===== src/rtl/core/gost64_pkg.sv =====
// Shared types, constants and round function of the Magma block cipher core.
`default_nettype none

package gost64_pkg;

  localparam int unsigned NUM_ROUNDS     = 32;
  localparam int unsigned LAST_ROUND     = 31;
  localparam int unsigned FORWARD_ROUNDS = 24;
  localparam int unsigned KEY_WORDS      = 8;
  localparam int unsigned ROT_BITS       = 11;
  localparam int unsigned WORD_W         = 32;
  localparam int unsigned BLOCK_W        = 64;
  localparam int unsigned KEY_IDX_W      = 3;
  localparam int unsigned REG_INDEX_W    = 4;

  typedef logic [WORD_W-1:0] word_t;
  typedef logic [0:KEY_WORDS-1][WORD_W-1:0] key_words_t;

  // Mode codes
  typedef enum logic {
    MODE_ENCRYPT = 1'b0,
    MODE_DECRYPT = 1'b1
  } mode_t;

  // Data carried from one round stage to the next
  typedef struct packed {
    logic  mode;
    word_t left;
    word_t right;
  } stage_t;

  // Standard test key after reset
  localparam key_words_t KEY_RESET = '{
    32'hFFEEDDCC, 32'hBBAA9988, 32'h77665544, 32'h33221100,
    32'hF0F1F2F3, 32'hF4F5F6F7, 32'hF8F9FAFB, 32'hFCFDFEFF
  };

  // Box n serves nibble n (bits 4n+3..4n)
  localparam logic [3:0] SBOX [0:7][0:15] = '{
    '{4'd12, 4'd4,  4'd6,  4'd2,  4'd10, 4'd5,  4'd11, 4'd9,
      4'd14, 4'd8,  4'd13, 4'd7,  4'd0,  4'd3,  4'd15, 4'd1},
    '{4'd6,  4'd8,  4'd2,  4'd3,  4'd9,  4'd10, 4'd5,  4'd12,
      4'd1,  4'd14, 4'd4,  4'd7,  4'd11, 4'd13, 4'd0,  4'd15},
    '{4'd11, 4'd3,  4'd5,  4'd8,  4'd2,  4'd15, 4'd10, 4'd13,
      4'd14, 4'd1,  4'd7,  4'd4,  4'd12, 4'd9,  4'd6,  4'd0},
    '{4'd12, 4'd8,  4'd2,  4'd1,  4'd13, 4'd4,  4'd15, 4'd6,
      4'd7,  4'd0,  4'd10, 4'd5,  4'd3,  4'd14, 4'd9,  4'd11},
    '{4'd7,  4'd15, 4'd5,  4'd10, 4'd8,  4'd1,  4'd6,  4'd13,
      4'd0,  4'd9,  4'd3,  4'd14, 4'd11, 4'd4,  4'd2,  4'd12},
    '{4'd5,  4'd13, 4'd15, 4'd6,  4'd9,  4'd2,  4'd12, 4'd10,
      4'd11, 4'd7,  4'd8,  4'd1,  4'd4,  4'd3,  4'd14, 4'd0},
    '{4'd8,  4'd14, 4'd2,  4'd5,  4'd6,  4'd9,  4'd1,  4'd12,
      4'd15, 4'd4,  4'd11, 4'd0,  4'd13, 4'd10, 4'd3,  4'd7},
    '{4'd1,  4'd7,  4'd14, 4'd13, 4'd0,  4'd5,  4'd8,  4'd3,
      4'd4,  4'd15, 4'd10, 4'd6,  4'd9,  4'd12, 4'd11, 4'd2}
  };

  // Substitute every nibble through its box
  function automatic word_t substitute(input word_t x);
    word_t y;
    y = '0;
    for (int n = 0; n < 8; n++) begin
      y[4*n +: 4] = SBOX[n][x[4*n +: 4]];
    end
    return y;
  endfunction

  // Round function: key add, substitution, rotate left
  function automatic word_t round_f(input word_t right, input word_t key);
    word_t s;
    s = substitute(right + key);
    return (s << ROT_BITS) | (s >> (WORD_W - ROT_BITS));
  endfunction

endpackage

`default_nettype wire


===== src/rtl/core/gost64_key_regs.sv =====
// Key register file written through the configuration port.
`default_nettype none

module gost64_key_regs (
  input  wire logic                                 clk,
  input  wire logic                                 rst,
  input  wire logic                                 write_en,
  input  wire logic [gost64_pkg::REG_INDEX_W-1:0]   reg_index,
  input  wire logic [gost64_pkg::WORD_W-1:0]        write_data,
  output gost64_pkg::key_words_t                    key_words
);

  gost64_pkg::key_words_t keys;

  // Load reset key, take writes to valid indexes, drop the rest
  always_ff @(posedge clk) begin
    if (rst) begin
      keys <= gost64_pkg::KEY_RESET;
    end else if (write_en &&
                 (reg_index < gost64_pkg::REG_INDEX_W'(gost64_pkg::KEY_WORDS))) begin
      keys[reg_index[gost64_pkg::KEY_IDX_W-1:0]] <= write_data;
    end
  end

  assign key_words = keys;

endmodule

`default_nettype wire


===== config.mk =====
export PLATFORM = sky130hd
export DESIGN_NAME = gost64_key_regs
export DESIGN_NICKNAME = d
export VERILOG_FILES = /design/src/rtl/core/gost64_pkg.sv /design/src/rtl/core/gost64_key_regs.sv
export SDC_FILE = /design/constraint.sdc
export NUM_CORES = 1
export LEC_CHECK = 0
export ABC_AREA = 1
export ABC_CLOCK_PERIOD_IN_PS = 1400
export BUFFER_PORTS_ARGS = -buffer_cell sky130_fd_sc_hd__buf_2
export CAP_MARGIN = 10
export CORE_ASPECT_RATIO = 1.25
export CORE_UTILIZATION = 45
export DETAILED_ROUTE_END_ITERATION = 10
export GPL_TIMING_DRIVEN = 0
export PLACE_DENSITY_LB_ADDON = 0.05
export SYNTH_ARGS = -nofsm -noshare
export SYNTH_HDL_FRONTEND = slang
export SYNTH_SLANG_ARGS = --single-unit

===== constraint.sdc =====
create_clock -name clk -period 1.4 [get_ports clk]
set_input_delay 0.07 -clock clk [delete_from_list [all_inputs] [get_ports clk]]
set_output_delay 0.07 -clock clk [all_outputs]
set_load 0.02 [all_outputs]

==> impl.org <==
** Run status
- The flow ran to the end, and the final reports show no timing, DRC or antenna violations.

** Detailed routing
- Post-route DRC violation count :: 0
- Using the TritonRoute via totals, the vias-per-cell ratio works out to 4.92.
- Number of detailed-route iterations in the first pass :: 7
- The final route contains 9,358 vias.
- Summed over all layers, the routed wires come to 32,400 um.
- In this run, the number of DRC markers left after iteration 0 of detailed routing was 615.
- Residual antenna-violating net count after detailed routing :: 0
- After detailed routing, the average wire length per cell comes to 17.0 um.

** Placed design
- Final weighted congestion in routability-driven placement :: 0.842
- Summing all placed instances gives a cell area of 11,100 um2.
- The count of buffers added on input and output ports is 290.
- DPL Wire Length :: 23,400 um

** Yosys
- Part of the Yosys area used for sequential elements :: 55.3%
- The mapped netlist covers 9260 um2.
- In the post-synthesis netlist, the cell with the most instances is nand2_1.
- Synthesis produced a netlist whose cell count is 1,266.
- Averaged over all synthesized cells, the footprint is 7.32 um2.
- Library cell occupying the most area in the post-synthesis netlist :: dfxtp_1
- Yosys attributes the largest share of cell area to dfxtp_1, nand2_1, nand3_1.
- Portion of synthesized cell area occupied by the leading cell type :: 55.3%
- Number of synthesized flops with an enable pin :: 0
- Count of warnings emitted by yosys :: 0
- In the synthesized netlist the dominant register cell turns out to be dfxtp_1.
- List of most frequent post-synthesis cells :: nand2_1, dfxtp_1, nand3_1
- In this run, synthesis produced a sequential element count of 256.
- Synthesis instantiated 14 different standard cells from the library.
- In the synthesized netlist the async set-or-reset flop fraction comes to 0%.
- The number of nets in the synthesized netlist is 1,305.

** Clocking
- CTS built an H-tree with a depth of 1.
- The number of clock buffers added by TritonCTS is 25.
- Number of buffers added for setup after CTS :: 0
- TritonCTS clock tree :: built
- Cell chosen for the clock root :: clkbuf_16
- Number of buffers on the longest clock path :: 3
- Clock transition at the registers of the reported paths :: 60 ps
- The tree built by TritonCTS fans out to 256 sinks.
- For the worst-skew pair, the clock arrives at the later sink with an insertion delay of 510 ps.

** Critical path
- On the critical path the largest part of the delay comes from flip-flops.
- Counting both buffers and inverters, the worst setup path holds a total of 1.
- Data on the critical path is required at its endpoint by 1330 ps.
- Biggest cell delay along the critical path :: 390 ps
- Worst EP arrival :: 1100 ps
- The most critical setup path has its startpoint at key_words[99]$_SDFFE_PP0P_.
- By startpoint and endpoint, the worst setup path is classified as register to primary output.
- Cells traversed along the worst timing path :: buf_2
- In this run the critical register-to-register path is launched from key_words[99]$_SDFFE_PP0P_.
- Cell with the largest stage delay on the worst path :: dfxtp_1
- Of all nets on the critical path, the largest fanout is 2.
- STA classifies the critical path endpoint as a primary output.
- Startpoint type of the worst setup path :: register

** Worst hold path
- The min-delay analysis places its worst path in the category input pin to register.
- Beginning of the worst hold path :: reg_index[0]

** Timing
- Count of final hold-check violations :: 0
- For the pin with the worst max-slew slack, the measured transition is 670 ps.
- Worst relative slew slack :: 55.3%
- The routed design could run at a clock period as short as 1170 ps.
- Setup TNS after final layout :: 0 ps
- Clock skew on the completed layout was measured at 0 ps.
- Of the available clock period, the critical path in the final layout requires 83.3%.
- The final number of max-transition violations came to 0.
- Setup violations remaining at the end of the flow were counted as 0.
- Maximum operating frequency :: 0.858 GHz
- Setup repair after global routing missed its margin :: no

** Layout
- Once layout is done, the placed cells without fillers occupy 12,100 um2.
- 0 antenna diodes ended up in the layout.
- The register with the most flip-flops in the layout has 256 of them.
- Sequential cell area in the final layout :: 5120 um2
- Summing all multi-input logic gate instances after layout gives 3600 um2.
- Area growth from synthesis to layout :: 31.1%
- Share of the core filled with cells :: 60.2%
- The final layout contains 1,654 nets.
- The post-route netlist has 22.8% of its cells at a drive strength greater than 1.
- The filler cells instantiated in the layout total 2,017.

** Die
- 295 I/O pins were placed.
- Starting Density :: 45.9%
- From bottom edge to top edge, the die measures 162 um.
- The floorplan step set the die width to 130 um.
- Floorplan die area :: 21,200 um2
- Core region area :: 20,200 um2
- Row generation in the floorplan step produced 58 rows.

** Global routing
- The number of antenna violations at the first check in global routing is 2.
- The first global-routing pass estimated 47,800 um of wire.
- Vias in the first global route :: 8,478
- Entering global routing, the biggest net connects 15 pins.
- After global routing the overflow that remains totals 0.
- Global routing used 30.2% of the available tracks.

** Flow run
- Total of max-cap violations :: 0

** Power
- Cell area power density :: 1260 nW/um2
- IR analysis of the VDD net gives a maximum drop of 0.942 mV.
- In this run the static leakage power is 6.07 nW.
==> metrics by stage <==
step / std cells / hold WS, ps / total power, mW / setup WS, ps
final: 1901 / 23.2 / 15.3 / 234
after global routing: 1901 / 60.6 / 15.8 / 219
after detailed placement: 1826 / 349 / 8.94 / -200
after global placement: 1826 / 346 / 8.93 / -151
after floorplan: 1266 / 183 / 8.39 / 382
after CTS: 1901 / 12.6 / 15.4 / 240
==> worst paths after layout <==
check,slack [ps],to,depth (start not counted)
min,20,key_words[58]$_SDFFE_PP0P_,5
min reg2reg,450,key_words[255]$_SDFFE_PP1P_,2
max,230,key_words[99],1
max reg2reg,770,key_words[99]$_SDFFE_PP0P_,2
==> layout make-up <==
| cell class | instances | area share, % |
|---|---|---|
| buffer | 82 | 3.18 |
| sequential | 256 | 42.2 |
| timing repair buffer | 322 | 14.6 |
| tap | 270 | 2.78 |
| clock buffer | 37 | 6.10 |
| multi-input combinational | 888 | 29.6 |
| clock inverter | 6 | 0.288 |
| inverter | 40 | 1.24 |
==> power by group <==
group / total, mW / leakage, nW / switching [mW] / internal (mW)
clock network: 6.42 / 0.380 / 2.78 / 3.64
logic: 1.33 / 3.61 / 0.936 / 0.394
registers: 7.53 / 2.08 / 0.0825 / 7.45
==> layer usage <==
metal,global-route usage (%),routed length (um),share of wire [%],up-vias
met4,11.5,1160,3.6,4
met2,51.4,15600,48,363
li1,-,-,-,4632
met3,6.27,2480,7.7,68
met1,37.2,13100,40,4291
met5,0,22,0.068,-
==> cells in the final DEF (no fill, tap or decap), types with 2 or more instances in the layout <==
cell type      count
clkbuf_1          37
nand3_1          210
buf_4              6
nand2_1          476
clkinvlp_4         2
clkinv_1           2
dlygate4sd3_1     32
clkinv_2           4
nor2_1           200
buf_1              9
buf_6              2
inv_1             37
dfxtp_1          256
buf_2            323
clkbuf_8           7
clkbuf_16         25
==> cells by family after synthesis <==
| group | count (synthesis) | share of synthesized area [%] |
|---|---|---|
| simple gates | 888 | 38.9 |
| flops | 256 | 55.3 |
| buf+inv | 122 | 5.79 |
==> timing repair <==
item | 4_1_cts | 5_1_grt
hold endpoints to repair | 162 | 0
hold buffers | 32 | 0
resized for setup | 0 | 0
Note: power is estimated with default switching activity, not from simulation.
