<file path="config.mk">
export PLATFORM = sky130hd
export DESIGN_NAME = gost64_round
export DESIGN_NICKNAME = d
export VERILOG_FILES = /design/src/rtl/core/gost64_pkg.sv /design/src/rtl/core/gost64_round.sv
export SDC_FILE = /design/constraint.sdc
export NUM_CORES = 1
export LEC_CHECK = 0
export BUFFER_PORTS_ARGS = -buffer_cell sky130_fd_sc_hd__buf_2
export CAP_MARGIN = 20
export CORE_AREA = 2 2 154 156
export CTS_BUF_LIST = sky130_fd_sc_hd__clkbuf_8
export DETAILED_ROUTE_END_ITERATION = 10
export DIE_AREA = 0 0 156 158
export GPL_TIMING_DRIVEN = 0
export PLACE_DENSITY_LB_ADDON = 0.12
export SYNTH_ARGS = -nofsm -noshare
export SYNTH_HDL_FRONTEND = slang
export SYNTH_SLANG_ARGS = --single-unit
</file>
<file path="constraint.sdc">
create_clock -name clk -period 5.14 [get_ports clk]
set_input_delay 0.514 -clock clk [delete_from_list [all_inputs] [get_ports clk]]
set_output_delay 0.514 -clock clk [all_outputs]
set_load 0.01 [all_outputs]
</file>
<file path="src/rtl/core/gost64_pkg.sv">
// Shared types, constants and round function of the Magma block cipher core.
`default_nettype none

package gost64_pkg;

  localparam int unsigned NUM_ROUNDS     = 32;
  localparam int unsigned LAST_ROUND     = 31;
  localparam int unsigned FORWARD_ROUNDS = 24;
  localparam int unsigned KEY_WORDS      = 8;
  localparam int unsigned ROT_BITS       = 11;
  localparam int unsigned WORD_W         = 32;
  localparam int unsigned BLOCK_W        = 64;
  localparam int unsigned KEY_IDX_W      = 3;
  localparam int unsigned REG_INDEX_W    = 4;

  typedef logic [WORD_W-1:0] word_t;
  typedef logic [0:KEY_WORDS-1][WORD_W-1:0] key_words_t;

  // Mode codes
  typedef enum logic {
    MODE_ENCRYPT = 1'b0,
    MODE_DECRYPT = 1'b1
  } mode_t;

  // Data carried from one round stage to the next
  typedef struct packed {
    logic  mode;
    word_t left;
    word_t right;
  } stage_t;

  // Standard test key after reset
  localparam key_words_t KEY_RESET = '{
    32'hFFEEDDCC, 32'hBBAA9988, 32'h77665544, 32'h33221100,
    32'hF0F1F2F3, 32'hF4F5F6F7, 32'hF8F9FAFB, 32'hFCFDFEFF
  };

  // Box n serves nibble n (bits 4n+3..4n)
  localparam logic [3:0] SBOX [0:7][0:15] = '{
    '{4'd12, 4'd4,  4'd6,  4'd2,  4'd10, 4'd5,  4'd11, 4'd9,
      4'd14, 4'd8,  4'd13, 4'd7,  4'd0,  4'd3,  4'd15, 4'd1},
    '{4'd6,  4'd8,  4'd2,  4'd3,  4'd9,  4'd10, 4'd5,  4'd12,
      4'd1,  4'd14, 4'd4,  4'd7,  4'd11, 4'd13, 4'd0,  4'd15},
    '{4'd11, 4'd3,  4'd5,  4'd8,  4'd2,  4'd15, 4'd10, 4'd13,
      4'd14, 4'd1,  4'd7,  4'd4,  4'd12, 4'd9,  4'd6,  4'd0},
    '{4'd12, 4'd8,  4'd2,  4'd1,  4'd13, 4'd4,  4'd15, 4'd6,
      4'd7,  4'd0,  4'd10, 4'd5,  4'd3,  4'd14, 4'd9,  4'd11},
    '{4'd7,  4'd15, 4'd5,  4'd10, 4'd8,  4'd1,  4'd6,  4'd13,
      4'd0,  4'd9,  4'd3,  4'd14, 4'd11, 4'd4,  4'd2,  4'd12},
    '{4'd5,  4'd13, 4'd15, 4'd6,  4'd9,  4'd2,  4'd12, 4'd10,
      4'd11, 4'd7,  4'd8,  4'd1,  4'd4,  4'd3,  4'd14, 4'd0},
    '{4'd8,  4'd14, 4'd2,  4'd5,  4'd6,  4'd9,  4'd1,  4'd12,
      4'd15, 4'd4,  4'd11, 4'd0,  4'd13, 4'd10, 4'd3,  4'd7},
    '{4'd1,  4'd7,  4'd14, 4'd13, 4'd0,  4'd5,  4'd8,  4'd3,
      4'd4,  4'd15, 4'd10, 4'd6,  4'd9,  4'd12, 4'd11, 4'd2}
  };

  // Substitute every nibble through its box
  function automatic word_t substitute(input word_t x);
    word_t y;
    y = '0;
    for (int n = 0; n < 8; n++) begin
      y[4*n +: 4] = SBOX[n][x[4*n +: 4]];
    end
    return y;
  endfunction

  // Round function: key add, substitution, rotate left
  function automatic word_t round_f(input word_t right, input word_t key);
    word_t s;
    s = substitute(right + key);
    return (s << ROT_BITS) | (s >> (WORD_W - ROT_BITS));
  endfunction

endpackage

`default_nettype wire

</file>
<file path="src/rtl/core/gost64_round.sv">
// One Feistel round with its pipeline register and stall control.
`default_nettype none

module gost64_round #(
  parameter int unsigned ROUND = 0
) (
  input  wire logic                   clk,
  input  wire logic                   rst,
  input  wire gost64_pkg::key_words_t key_words,
  input  wire logic                   up_valid,
  output logic                        up_ready,
  input  wire gost64_pkg::stage_t     up_data,
  output logic                        dn_valid,
  input  wire logic                   dn_ready,
  output gost64_pkg::stage_t          dn_data
);

  // Key word picked by this round in each direction
  localparam logic [gost64_pkg::KEY_IDX_W-1:0] ENC_IDX =
    (ROUND < gost64_pkg::FORWARD_ROUNDS) ?
      gost64_pkg::KEY_IDX_W'(ROUND % gost64_pkg::KEY_WORDS) :
      gost64_pkg::KEY_IDX_W'(gost64_pkg::KEY_WORDS - 1 - ROUND % gost64_pkg::KEY_WORDS);
  localparam logic [gost64_pkg::KEY_IDX_W-1:0] DEC_IDX =
    (ROUND < gost64_pkg::NUM_ROUNDS - gost64_pkg::FORWARD_ROUNDS) ?
      gost64_pkg::KEY_IDX_W'(ROUND % gost64_pkg::KEY_WORDS) :
      gost64_pkg::KEY_IDX_W'(gost64_pkg::KEY_WORDS - 1 - ROUND % gost64_pkg::KEY_WORDS);
  localparam bit IS_LAST = (ROUND == gost64_pkg::LAST_ROUND);

  logic                   valid;
  gost64_pkg::stage_t     data;
  gost64_pkg::stage_t     data_next;
  gost64_pkg::word_t      key;
  gost64_pkg::word_t      mixed;

  // Select round key and mix
  always_comb begin
    key   = (up_data.mode == gost64_pkg::MODE_DECRYPT) ? key_words[DEC_IDX]
                                                        : key_words[ENC_IDX];
    mixed = up_data.left ^ gost64_pkg::round_f(up_data.right, key);
    data_next.mode = up_data.mode;
    if (IS_LAST) begin
      data_next.left  = mixed;
      data_next.right = up_data.right;
    end else begin
      data_next.left  = up_data.right;
      data_next.right = mixed;
    end
  end

  // Advance when this stage is empty or the next one takes its item
  assign up_ready = !valid || dn_ready;

  always_ff @(posedge clk) begin
    if (rst) begin
      valid <= 1'b0;
    end else if (up_ready) begin
      valid <= up_valid;
    end
  end

  always_ff @(posedge clk) begin
    if (up_ready && up_valid) begin
      data <= data_next;
    end
  end

  assign dn_valid = valid;
  assign dn_data  = data;

endmodule

`default_nettype wire

</file>
==> impl_metrics.yaml <==
status:
  status: "complete, no violations"
layout:
  fillers: 2408
  fin_area_um2: 6850
  syn_to_final_growth_pct: 27.1
  multiInputGateArea_um2: 3250
  layout-drive-gt1-share_pct: 32.5
  seq_area_um2: 1970
  fin_nets: 1059
yosys:
  yosysTopAreaCellShare_pct: 36.2
  yosysWarningCount: 0
  synthCells: 486
  async_flop_share_pct: 0
  ys_seq_area_share_pct: 36.6
  synth_top_cell_by_area: "edfxtp_1"
  synth_cell_types: 64
  synthFlopType: "edfxtp_1"
  yosys-top-cells-area: "edfxtp_1 (36%), ha_1 (16%), xnor2_1 (6.5%)"
  syn_area_um2: 5390
  synth-edff-count: 65
  syn_area_per_cell_um2: 11.1
  ys_ff_latch: 66
  syn-num-nets: 880
sta:
  fin_crit_sh_pct: 77.3
  setup_tns_ps: 0
  hold_viol: 0
  slew_headroom_pct: 46.7
  max_freq_mhz: 252
  worst_slew_pin_slew_ps: 793
  rsz0062_at_grt: "false"
  period_minus_slack_ps: 3970
  setup_viol: 0
  finalClockSkew_ps: 15.8
  slew_violations: 0
floorplan:
  io_pins: 392
  die_h_um: 158
  start_util_pct: 23.4
  core_area_um2: 23100
  die_width_um: 156
  die_area_um2: 24600
  fp-row-count: 56
routing:
  dr.first_iter.drc_count: 158
  via_per_inst: 4.44
  dr.pass1.iters: 4
  wl_per_cell_um: 16.7
  wirelength_mm: 16.2
  ant_nets: 0
  vias: 4301
  drc: 0
clock_tree:
  cts_resized: 0
  post_cts_buffers: 0
  cts-htree-levels: 3
  clock-root-buffer: "clkbuf_8"
  cts_tree: "built"
  clock_latency_ps: 370
  holdBufCountCts: 0
  clock-sinks: 66
  numCtsBuffers: 9
  cts.path.max_buffers: 2
  clkTransAtPathRegs_ps: 70
power:
  cellLeakagePower_nw: 3.02
  powerDensity_nw_per_um2: 318
  vdd_drop_max_v: 0.000114
worst_setup_path:
  rrSetupSlack_ps: 3740
  r2r_cells: 3
  critical-path-slowest-cell: "mux4_2"
  required_ps: 5250
  crit_fanout: 6
  rr_endpoint: "dn_data[41]"
  critPathCaptureType: "flop"
  startpoint_type: "primary input"
  arrival_ps: 4090
  crit_type: "primary input to flop"
  worst_path_largest_cell_delay_ps: 500
  crit_chain: "buf_2 -> ha_1 -> inv_1 -> fa_1 -> nor2b_4 -> o31a_1 -> a221oi_2 -> a211oi_1 -> or2_2 -> xor2_1 -> inv_1 -> ha_1 -> mux4_2 -> xnor2_1"
  reg2reg_from: "dn_valid"
grt:
  grt_pass1_vias: 4368
  grt_usage_pct: 13.2
  grt_pass1_wl_mm: 24.1
  grt_overflow_total: 0
  antenna_found_initial: 16
  grt_max_degree: 47
place:
  place_area_um2: 6620
  dp_hpwl_mm: 13.4
  gp_congestion: 0.782
  port_buffers: 167
min_path:
  hold_path.startpoint: "rst"
  hold_path_end: "dn_valid"
  worstHoldPathType: "primary input to flop"
  holdPathStages: 2
job:
  drv_cap: 0
-- metal layers --
layer | global-route usage (%) | up-vias | wire (um)
met5 | 0 | - | 70
met3 | 7.45 | 24 | 1900
met2 | 19.8 | 119 | 6910
li1 | - | 2174 | -
met1 | 15.8 | 1974 | 7100
met4 | 4.67 | 10 | 238
-- state kept, by name (all words and copies together) (netlist names) --
signal / cells
dn_data: 65
dn_valid: 1
-- synthesized netlist by cell type (all sizes together), types with 2 or more instances --
library cell	number
nor2b	3
a211oi	4
a31oi	8
a221o	2
xnor2	42
nand3	8
nand4	4
nand2b	3
nand2	29
ha	68
xor2	22
mux2i	12
or4	2
a221oi	3
a21o	15
inv	39
o211ai	9
o221ai	2
and2	6
a41oi	2
nor2	23
or3	4
nor3	5
and3	8
clkbuf	5
o21ai	26
mux2	3
o21a	4
a2111oi	2
o31a	2
edfxtp	65
mux4	12
o21bai	2
a21oi	26
-- cells in the final DEF, fill, tap and decap left out, drive strengths merged, types with 17 or more instances in the layout --
| cell | netlist | final |
|---|---|---|
| buf | 0 | 168 |
| xor2 | 22 | 22 |
| nand2 | 29 | 29 |
| ha | 68 | 68 |
| xnor2 | 42 | 42 |
| nor2 | 23 | 23 |
| a21oi | 26 | 26 |
| clkbuf | 5 | 17 |
| o21ai | 26 | 26 |
| inv | 39 | 41 |
| edfxtp | 65 | 65 |
-- kinds of logic after synthesis --
group	count (synthesis)	share of synthesized area, %
flops	66	36.6
compound gates	116	15.7
xor+xnor	65	11.3
mux	27	7.94
simple gates	99	9.20
buf+inv	44	3.07
fa+ha+maj	69	16.2
-- final cells by class --
type                            count  area share, %
Multi-Input combinational cell    376           47.5
Sequential cell                    66           28.8
Timing Repair Buffer              168           12.6
Tap cell                          290           5.30
Clock buffer                       12           2.41
Inverter                           39           2.14
Clock inverter                      4          0.621
Antenna cell                        9          0.329
Buffer                              5          0.274
-- critical path, delay by kind of cell --
family | cells | cell delay [ps]
fa+ha+maj | 3 | 800
mux | 1 | 500
compound gates | 3 | 920
buf+inv | 3 | 340
xor+xnor | 2 | 570
simple gates | 2 | 430
-- per-stage QoR --
stage	worst slack (ps)	hold slack (ps)	instances	util, %	total power, W
after global routing	854	284	960	29.6	0.00235
after detailed placement	676	517	944	28.7	0.00171
final	1170	298	969	29.7	0.00218
after global placement	759	487	943	28.6	0.00169
after CTS	1080	264	960	29.6	0.00223
after floorplan	1410	583	486	-	0.00143
-- worst max-delay path by stage --
| stage | end | slack [ps] | depth (start not counted) | start |
|---|---|---|---|---|
| final | dn_data[2] | 1170 | 14 | key_words[224] |
| after global routing | dn_data[2] | 850 | 14 | key_words[224] |
| after CTS | dn_data[2] | 1080 | 14 | key_words[224] |
| after detailed placement | dn_data[2] | 680 | 14 | key_words[224] |
| after global placement | dn_data[0] | 760 | 16 | key_words[224] |
| after floorplan | dn_data[2] | 1410 | 13 | key_words[224] |
-- where the power goes --
part           switching, W  internal [W]  leakage [nW]  total [W]
logic              0.000516      0.000435          2.27   0.000951
clock network      0.000234      0.000260         0.115   0.000494
registers         0.0000213      0.000714         0.637   0.000736
total              0.000771       0.00141          3.02    0.00218
No activity file was read; power rests on OpenSTA's default activity.
